File: config.mk
export PLATFORM = sky130hd
export DESIGN_NAME = priority_access_rule_matcher
export DESIGN_NICKNAME = d
export VERILOG_FILES = /design/src/hdl/pram_pkg.sv /design/src/hdl/pram_front.sv /design/src/hdl/pram_engine.sv /design/src/hdl/priority_access_rule_matcher.sv
export SDC_FILE = /design/constraint.sdc
export NUM_CORES = 2
export LEC_CHECK = 0
export ABC_AREA = 1
export CORE_MARGIN = 2
export CORE_UTILIZATION = 35
export DETAILED_ROUTE_END_ITERATION = 6
export DONT_BUFFER_PORTS = 1
export PLACE_DENSITY_LB_ADDON = 0.15
export SLEW_MARGIN = 25
export SYNTH_ARGS = -nofsm -noshare
export SYNTH_HDL_FRONTEND = slang
export SYNTH_HIERARCHICAL = 1
export SYNTH_SLANG_ARGS = --single-unit
export TNS_END_PERCENT = 10
File: constraint.sdc
create_clock -name clk -period 5.6 [get_ports clk]
set_input_delay 1.12 -clock clk [delete_from_list [all_inputs] [get_ports clk]]
set_output_delay 1.12 -clock clk [all_outputs]
set_load 0.05 [all_outputs]
File: src/hdl/pram_pkg.sv
// ----------------------------------------------------------------------------
// pram_pkg: shared types and constants for the priority access rule matcher
// Rule and command formats, action and status codes, table sizing.
// ----------------------------------------------------------------------------
`default_nettype none

package pram_pkg;

    localparam int RULES       = 32;
    localparam int ID_BITS     = 16;
    localparam int PERM_BITS   = 8;
    localparam int ACT_W       = 2;
    localparam int PRIO_W      = 8;
    localparam int IDX_OUT_W   = 5;
    localparam int QUEUE_DEPTH = 2;

    localparam int IDX_W  = (RULES > 1) ? $clog2(RULES) : 1;
    localparam int CNT_W  = $clog2(RULES + 1);
    localparam int QPTR_W = (QUEUE_DEPTH > 1) ? $clog2(QUEUE_DEPTH) : 1;
    localparam int QCNT_W = $clog2(QUEUE_DEPTH + 1);

    localparam logic OP_ADD  = 1'b0;
    localparam logic OP_EVAL = 1'b1;

    localparam logic [ACT_W-1:0] ACT_DENY    = 2'd0;
    localparam logic [ACT_W-1:0] ACT_UNKNOWN = 2'd1;
    localparam logic [ACT_W-1:0] ACT_ALLOW   = 2'd2;

    localparam logic STATUS_OK   = 1'b0;
    localparam logic STATUS_FULL = 1'b1;

    typedef struct packed {
        logic [ID_BITS-1:0]   subj;
        logic [ID_BITS-1:0]   obj;
        logic [PERM_BITS-1:0] perm;
        logic [ACT_W-1:0]     act;
        logic [PRIO_W-1:0]    prio;
    } rule_t;

    typedef struct packed {
        logic  is_eval;
        rule_t rule;
    } cmd_t;

    typedef struct packed {
        logic [ACT_W-1:0]     decision;
        logic                 hit;
        logic [IDX_OUT_W-1:0] rule_index;
        logic                 status;
    } res_t;

    // table index to the 5-bit reported index (zero extend, then keep low bits)
    function automatic logic [IDX_OUT_W-1:0] idx_to_out(input logic [IDX_W-1:0] idx);
        logic [IDX_W+IDX_OUT_W-1:0] wide;
        wide = {{IDX_OUT_W{1'b0}}, idx};
        return wide[IDX_OUT_W-1:0];
    endfunction

endpackage

`default_nettype wire

File: src/hdl/pram_front.sv
// ----------------------------------------------------------------------------
// pram_front: ingress and command queue
// Accepts transactions, forms a command (action clamped) and queues it for
// the rule engine.
// ----------------------------------------------------------------------------
`default_nettype none

module pram_front
    import pram_pkg::*;
(
    input  wire logic                 clk,
    input  wire logic                 rst_n,
    input  wire logic                 in_valid,
    output logic                      in_ready,
    input  wire logic                 opcode,
    input  wire logic [ID_BITS-1:0]   subject_id,
    input  wire logic [ID_BITS-1:0]   object_id,
    input  wire logic [PERM_BITS-1:0] perm_mask,
    input  wire logic [ACT_W-1:0]     rule_action,
    input  wire logic [PRIO_W-1:0]    rule_priority,
    output logic                      q_valid,
    output cmd_t                      q_cmd,
    input  wire logic                 q_pop
);

    localparam logic [QCNT_W-1:0] QFULL   = QCNT_W'(QUEUE_DEPTH);
    localparam logic [QPTR_W-1:0] QLAST   = QPTR_W'(QUEUE_DEPTH - 1);

    cmd_t               q_mem [QUEUE_DEPTH];
    cmd_t               cmd_in;
    logic [QPTR_W-1:0]  wr_ptr_reg, wr_ptr_next;
    logic [QPTR_W-1:0]  rd_ptr_reg, rd_ptr_next;
    logic [QCNT_W-1:0]  fill_reg, fill_next;
    logic               push;
    logic               pop;

    always_comb
    begin
        cmd_in.is_eval   = (opcode == OP_EVAL);
        cmd_in.rule.subj = subject_id;
        cmd_in.rule.obj  = object_id;
        cmd_in.rule.perm = perm_mask;
        cmd_in.rule.act  = (rule_action > ACT_ALLOW) ? ACT_ALLOW : rule_action;
        cmd_in.rule.prio = rule_priority;
    end

    assign in_ready = (fill_reg != QFULL);
    assign q_valid  = (fill_reg != '0);
    assign q_cmd    = q_mem[rd_ptr_reg];
    assign push     = in_valid && in_ready;
    assign pop      = q_pop && q_valid;

    always_comb
    begin
        wr_ptr_next = wr_ptr_reg;
        rd_ptr_next = rd_ptr_reg;
        fill_next   = fill_reg;
        if (push)
        begin
            wr_ptr_next = (wr_ptr_reg == QLAST) ? '0 : wr_ptr_reg + 1'b1;
        end
        if (pop)
        begin
            rd_ptr_next = (rd_ptr_reg == QLAST) ? '0 : rd_ptr_reg + 1'b1;
        end
        if (push && !pop)
        begin
            fill_next = fill_reg + 1'b1;
        end
        else if (pop && !push)
        begin
            fill_next = fill_reg - 1'b1;
        end
    end

    always_ff @(posedge clk or negedge rst_n)
    begin
        if (!rst_n)
        begin
            wr_ptr_reg <= '0;
            rd_ptr_reg <= '0;
            fill_reg   <= '0;
        end
        else
        begin
            wr_ptr_reg <= wr_ptr_next;
            rd_ptr_reg <= rd_ptr_next;
            fill_reg   <= fill_next;
        end
    end

    always_ff @(posedge clk)
    begin
        if (push)
        begin
            q_mem[wr_ptr_reg] <= cmd_in;
        end
    end

endmodule

`default_nettype wire

File: src/hdl/pram_engine.sv
// ----------------------------------------------------------------------------
// pram_engine: rule table and evaluation engine
// Appends rules to the table and scans it one rule per cycle for requests,
// keeping the first highest-priority match; holds the result register.
// ----------------------------------------------------------------------------
`default_nettype none

module pram_engine
    import pram_pkg::*;
(
    input  wire logic clk,
    input  wire logic rst_n,
    input  wire logic q_valid,
    input  wire cmd_t q_cmd,
    output logic      q_pop,
    output logic      out_vld,
    output res_t      out_res,
    input  wire logic out_ready
);

    localparam logic [CNT_W-1:0] RULES_CNT = CNT_W'(RULES);

    typedef enum logic [1:0] {ST_IDLE, ST_SCAN, ST_DONE} state_t;

    rule_t              mem [RULES];
    rule_t              rd_data_reg;
    logic               mem_we;

    state_t             state_reg, state_next;
    logic [CNT_W-1:0]   count_reg, count_next;
    logic [CNT_W-1:0]   issue_reg, issue_next;
    logic               cmp_vld_reg, cmp_vld_next;
    logic [IDX_W-1:0]   cmp_idx_reg, cmp_idx_next;
    rule_t              req_reg, req_next;
    logic               best_vld_reg, best_vld_next;
    logic [PRIO_W-1:0]  best_prio_reg, best_prio_next;
    logic [ACT_W-1:0]   best_act_reg, best_act_next;
    logic [IDX_W-1:0]   best_idx_reg, best_idx_next;
    logic               out_vld_reg, out_vld_next;
    res_t               res_reg, res_next;
    logic               out_free;
    logic               rule_match;

    function automatic logic id_ok(input logic [ID_BITS-1:0] a, input logic [ID_BITS-1:0] b);
        return (a == '0) || (b == '0) || (a == b);
    endfunction

    assign out_vld  = out_vld_reg;
    assign out_res  = res_reg;
    assign out_free = !out_vld_reg || out_ready;

    assign rule_match = id_ok(rd_data_reg.subj, req_reg.subj)
                     && id_ok(rd_data_reg.obj, req_reg.obj)
                     && ((rd_data_reg.perm & req_reg.perm) != '0);

    always_comb
    begin
        state_next     = state_reg;
        count_next     = count_reg;
        issue_next     = issue_reg;
        cmp_vld_next   = 1'b0;
        cmp_idx_next   = issue_reg[IDX_W-1:0];
        req_next       = req_reg;
        best_vld_next  = best_vld_reg;
        best_prio_next = best_prio_reg;
        best_act_next  = best_act_reg;
        best_idx_next  = best_idx_reg;
        out_vld_next   = out_ready ? 1'b0 : out_vld_reg;
        res_next       = res_reg;
        q_pop          = 1'b0;
        mem_we         = 1'b0;

        unique case (state_reg)
            ST_IDLE:
            begin
                if (q_valid)
                begin
                    if (q_cmd.is_eval)
                    begin
                        q_pop          = 1'b1;
                        req_next       = q_cmd.rule;
                        best_vld_next  = 1'b0;
                        best_prio_next = '0;
                        best_act_next  = ACT_ALLOW;
                        best_idx_next  = '0;
                        issue_next     = '0;
                        state_next     = ST_SCAN;
                    end
                    else if (out_free)
                    begin
                        q_pop               = 1'b1;
                        out_vld_next        = 1'b1;
                        res_next.decision   = ACT_DENY;
                        res_next.hit        = 1'b0;
                        if (count_reg < RULES_CNT)
                        begin
                            mem_we              = 1'b1;
                            count_next          = count_reg + 1'b1;
                            res_next.rule_index = idx_to_out(count_reg[IDX_W-1:0]);
                            res_next.status     = STATUS_OK;
                        end
                        else
                        begin
                            res_next.rule_index = '0;
                            res_next.status     = STATUS_FULL;
                        end
                    end
                end
            end
            ST_SCAN:
            begin
                // strict compare keeps the earliest of equal priorities
                if (cmp_vld_reg && rule_match
                    && (!best_vld_reg || (rd_data_reg.prio > best_prio_reg)))
                begin
                    best_vld_next  = 1'b1;
                    best_prio_next = rd_data_reg.prio;
                    best_act_next  = rd_data_reg.act;
                    best_idx_next  = cmp_idx_reg;
                end
                if (issue_reg != count_reg)
                begin
                    cmp_vld_next = 1'b1;
                    issue_next   = issue_reg + 1'b1;
                end
                else
                begin
                    state_next = ST_DONE;
                end
            end
            ST_DONE:
            begin
                if (out_free)
                begin
                    out_vld_next        = 1'b1;
                    res_next.decision   = best_act_reg;
                    res_next.hit        = best_vld_reg;
                    res_next.rule_index = idx_to_out(best_idx_reg);
                    res_next.status     = STATUS_OK;
                    state_next          = ST_IDLE;
                end
            end
            default:
            begin
                state_next = ST_IDLE;
            end
        endcase
    end

    always_ff @(posedge clk or negedge rst_n)
    begin
        if (!rst_n)
        begin
            state_reg    <= ST_IDLE;
            count_reg    <= '0;
            issue_reg    <= '0;
            cmp_vld_reg  <= 1'b0;
            best_vld_reg <= 1'b0;
            out_vld_reg  <= 1'b0;
        end
        else
        begin
            state_reg    <= state_next;
            count_reg    <= count_next;
            issue_reg    <= issue_next;
            cmp_vld_reg  <= cmp_vld_next;
            best_vld_reg <= best_vld_next;
            out_vld_reg  <= out_vld_next;
        end
    end

    always_ff @(posedge clk)
    begin
        cmp_idx_reg   <= cmp_idx_next;
        req_reg       <= req_next;
        best_prio_reg <= best_prio_next;
        best_act_reg  <= best_act_next;
        best_idx_reg  <= best_idx_next;
        res_reg       <= res_next;
    end

    // rule table: one write port, one registered read port
    always_ff @(posedge clk)
    begin
        if (mem_we)
        begin
            mem[count_reg[IDX_W-1:0]] <= q_cmd.rule;
        end
        rd_data_reg <= mem[issue_reg[IDX_W-1:0]];
    end

endmodule

`default_nettype wire

File: src/hdl/priority_access_rule_matcher.sv
// ----------------------------------------------------------------------------
// priority_access_rule_matcher: priority rule access control list
// Appends access rules and evaluates requests against them.
// ----------------------------------------------------------------------------
// A two-entry command queue sits in front of the rule engine, so new
// transactions are taken while the engine works or a result waits. An
// evaluate scans all N stored rules (up to 32): the table has a single
// read port and the scan reads one rule per cycle through its registered
// output, then loads the best match into the result register. Ids of 0
// are wildcards in rules and absent in requests; with no match the
// decision is allow.
`default_nettype none

module priority_access_rule_matcher
    import pram_pkg::*;
(
    input  wire logic                 clk,
    input  wire logic                 rst_n,
    input  wire logic                 in_valid,
    output logic                      in_ready,
    input  wire logic                 opcode,
    input  wire logic [ID_BITS-1:0]   subject_id,
    input  wire logic [ID_BITS-1:0]   object_id,
    input  wire logic [PERM_BITS-1:0] perm_mask,
    input  wire logic [ACT_W-1:0]     rule_action,
    input  wire logic [PRIO_W-1:0]    rule_priority,
    output logic                      out_valid,
    input  wire logic                 out_ready,
    output logic [ACT_W-1:0]          decision,
    output logic                      hit,
    output logic [IDX_OUT_W-1:0]      rule_index,
    output logic                      status
);

    logic q_valid;
    cmd_t q_cmd;
    logic q_pop;
    res_t res;

    pram_front u_front (
        .clk           (clk),
        .rst_n         (rst_n),
        .in_valid      (in_valid),
        .in_ready      (in_ready),
        .opcode        (opcode),
        .subject_id    (subject_id),
        .object_id     (object_id),
        .perm_mask     (perm_mask),
        .rule_action   (rule_action),
        .rule_priority (rule_priority),
        .q_valid       (q_valid),
        .q_cmd         (q_cmd),
        .q_pop         (q_pop)
    );

    pram_engine u_engine (
        .clk       (clk),
        .rst_n     (rst_n),
        .q_valid   (q_valid),
        .q_cmd     (q_cmd),
        .q_pop     (q_pop),
        .out_vld   (out_valid),
        .out_res   (res),
        .out_ready (out_ready)
    );

    assign decision   = res.decision;
    assign hit        = res.hit;
    assign rule_index = res.rule_index;
    assign status     = res.status;

endmodule

`default_nettype wire

==> impl_metrics.yaml <==
status:
  outcome: "finished, final reports clean"
grt:
  grtUsageMet1: 0.282
  grt_pass1_wl_um: 307000
  grt_use_met3: 0.0296
  grt_max_degree: 180
  grt_pass1_vias: 43300
  top_usage_layer: "met2"
  gr-usage-all-layers: 0.199
  grt_overflow_total: 0
  antenna_found_initial: 5
  grt_use_met2: 0.321
finish:
  nFillCells: 19300
  stdcell_count: 8634
  final_cell_mix: "1766 x edfxtp_1, 1087 x nor2_1, 803 x nand2_1"
  final_common_cell: "edfxtp_1"
  syn2layout_area_growth_pct: 13.5
  drive_above_1_share: 0.0834
  final_nets: 5818
  largest_reg_flops: 1600
  utilization: 0.399
synthesis:
  synthesis.nets: 5839
  synthTopCellsByArea: "edfxtp_1 73%, nor2_1 5.8%, nand2_1 4.3%"
  yosysUniqueCellTypes: 32
  syn_area_per_cell_um2: 12.6
  synth_top_area_cell: "edfxtp_1"
  synth_area_um2: 72600
  yosysWarningCount: 6
  seq_area_frac_synth: 0.752
  synth_seq_cells: 1842
  synth_top_area_share: 0.730
  synthCells: 5770
route:
  firstDrtPassIters: 6
  wl_um: 212000
  vias: 44600
  drtIter0Drc: 3981
  drc: 0
  ant_nets: 0
  vias_per_cell: 5.17
  wl_per_cell_um: 24.6
pwr:
  seqPwrFrac: 0.404
  p_sw_mw: 16.3
  vdd_drop_max_mv: 0.406
  power.density_nw_per_um2: 541
  swShare: 0.366
  cellLeakagePower_nw: 27.6
  internal_power_mw: 28.3
  clockPowerShare: 0.290
  pwr-share-comb: 0.306
floorplanning:
  rows: 167
  die_height_um: 460
  core_um2: 207000
  die-area_um2: 211000
  die_w_um: 460
  ios: 66
  initial_core_util: 0.352
clock_tree:
  insertion_delay_ns: 0.83
  path_clk_slew_ns: 0.06
  htreeDepth: 4
  post-cts-setup-buffers: 0
  numCtsBuffers: 200
  cts-root-buf: "clkbuf_16"
  clock-sinks: 1842
  cts_buffer_depth: 3
  cts_tree: "done"
setup_path:
  r2r_setup_slack_ns: 1.79
  reg2reg_from: "u_front/rd_ptr_reg"
  cpMostUsedCell: "nand2_1"
  cp.required_ns: 6.08
  path_cells: "inv_6 -> nand2_1 -> nand2_1 -> nor2_1 -> nand4_1 -> inv_1 -> nand2_1 -> nor2_4 -> buf_12"
  startpoint_type: "flop"
  reg2reg_depth: 9
  cp.arrival_ns: 4.28
  path_class: "flop to flop"
  rr_endpoint: "u_engine/mem[26][39]"
  max_stage_delay_ns: 0.96
  critical-path-slowest-cell: "nor2_4"
  cp_max_fo: 52
  critPathCaptureType: "flop"
placed_design:
  port_buffers: 0
  dp_cells: 8250
  place.detailed.hpwl_um: 112000
  routabilityCongestion: 0.762
timing:
  fin_crit_ns: 3.81
  max_slew_margin: 0.277
  slew_viol_final: 0
  hold_viol_final: 0
  hold-worst-slack_ns: 0.103
  min_period_over_period: 0.680
  finalSetupTns_ns: 0
  worst_pin_slew_ns: 1.08
  rsz0062_at_grt: "false"
  setup_viol: 0
  fin_skew_ns: 0.0472
  max_freq_mhz: 263
flow_run:
  maxCapViolations: 0
hold_path:
  hold_class: "input pin to asynchronous set/reset pin"
[cells by family after synthesis]
kind of cell / after synthesis / synth area share
AOI/OAI and AO/OA: 1146 / 0.0879
buffers and inverters: 520 / 0.0329
xor gates and xnor gates: 23 / 0.00277
and+or+nand+nor: 2225 / 0.122
adders and majority gates: 14 / 0.00241
DFF: 1842 / 0.752
[critical path: cells and delay by family (launching register included)]
family / cells / cell delay (ns)
simple gates: 6 / 2.31
flops: 1 / 0.42
buf+inv: 3 / 0.67
[worst max-delay path by stage]
stage	slack [ns]	end	start	cells past startpoint
2_1_floorplan	0.74	u_engine/best_act_reg[0]	u_front/rd_ptr_reg	9
3_3_place_gp	1.78	u_engine/mem[26][40]	out_ready	7
3_5_place_dp	1.75	u_engine/mem[26][40]	out_ready	7
4_1_cts	1.82	u_engine/mem[26][39]	u_front/rd_ptr_reg	9
5_1_grt	1.66	u_engine/mem[26][39]	u_front/rd_ptr_reg	9
6_report	1.79	u_engine/mem[26][39]	u_front/rd_ptr_reg	9
[cell type report]
type	count	area (um^2)	area share
Tap cell	2704	3380	0.0410
Sequential cell	1842	54700	0.663
Inverter	172	679	0.00824
Antenna cell	4	10.0	0.000121
Timing Repair Buffer	125	1310	0.0159
Clock inverter	106	911	0.0110
Multi-Input combinational cell	3408	15900	0.193
Clock buffer	273	5540	0.0672
[Yosys cell counts]
cell type  count
nand2_1      830
clkinv_1       4
xor2_1        22
dfxtp_1       55
o211ai_1     206
nand3_1      205
buf_6         36
buf_2         71
nand2_2        3
inv_6          1
dfrtp_1       21
nor2_1      1122
clkbuf_1     184
nor3_1         4
o22ai_1       92
nand4_1        9
xnor2_1        1
ha_1          14
o21ai_1      244
a211oi_1       1
a22o_1         1
or2_2          1
a21oi_1       55
inv_1        165
o31ai_1        5
o21ai_0      541
inv_2          2
buf_4         19
nand3b_1      51
a21o_1         1
edfxtp_1    1766
buf_1         38
[layer usage]
metal	vias to the layer above	routed length (um)
li1	20600	-
met1	22700	96500
met2	1119	100000
met3	251	11000
met4	2	4090
met5	-	14
[power groups by stage]
stage / logic [mW] / registers [mW] / clock network (mW)
finish: 13.6 / 18.0 / 13.0
CTS: 13.8 / 18.0 / 13.3
global route: 15.1 / 18.0 / 13.8
detailed placement: 13.8 / 18.3 / 0
global placement: 13.7 / 18.3 / 0
floorplan: 8.71 / 18.0 / 0
[per-stage QoR]
step	setup slack [ns]	power (mW)	area (um^2)
floorplan	0.742	26.7	72600
global placement	1.78	32.0	76000
detailed placement	1.75	32.1	76000
CTS	1.82	45.1	82400
global route	1.66	46.9	82500
finish	1.79	44.6	82500
[repair_timing]
| action | 4_1_cts | 5_1_grt |
|---|---|---|
| hold buffers | 1 | 0 |
| hold endpoints to repair | 21 | 0 |
| resized for setup | 0 | 0 |
(Power assumes the default switching activity.)
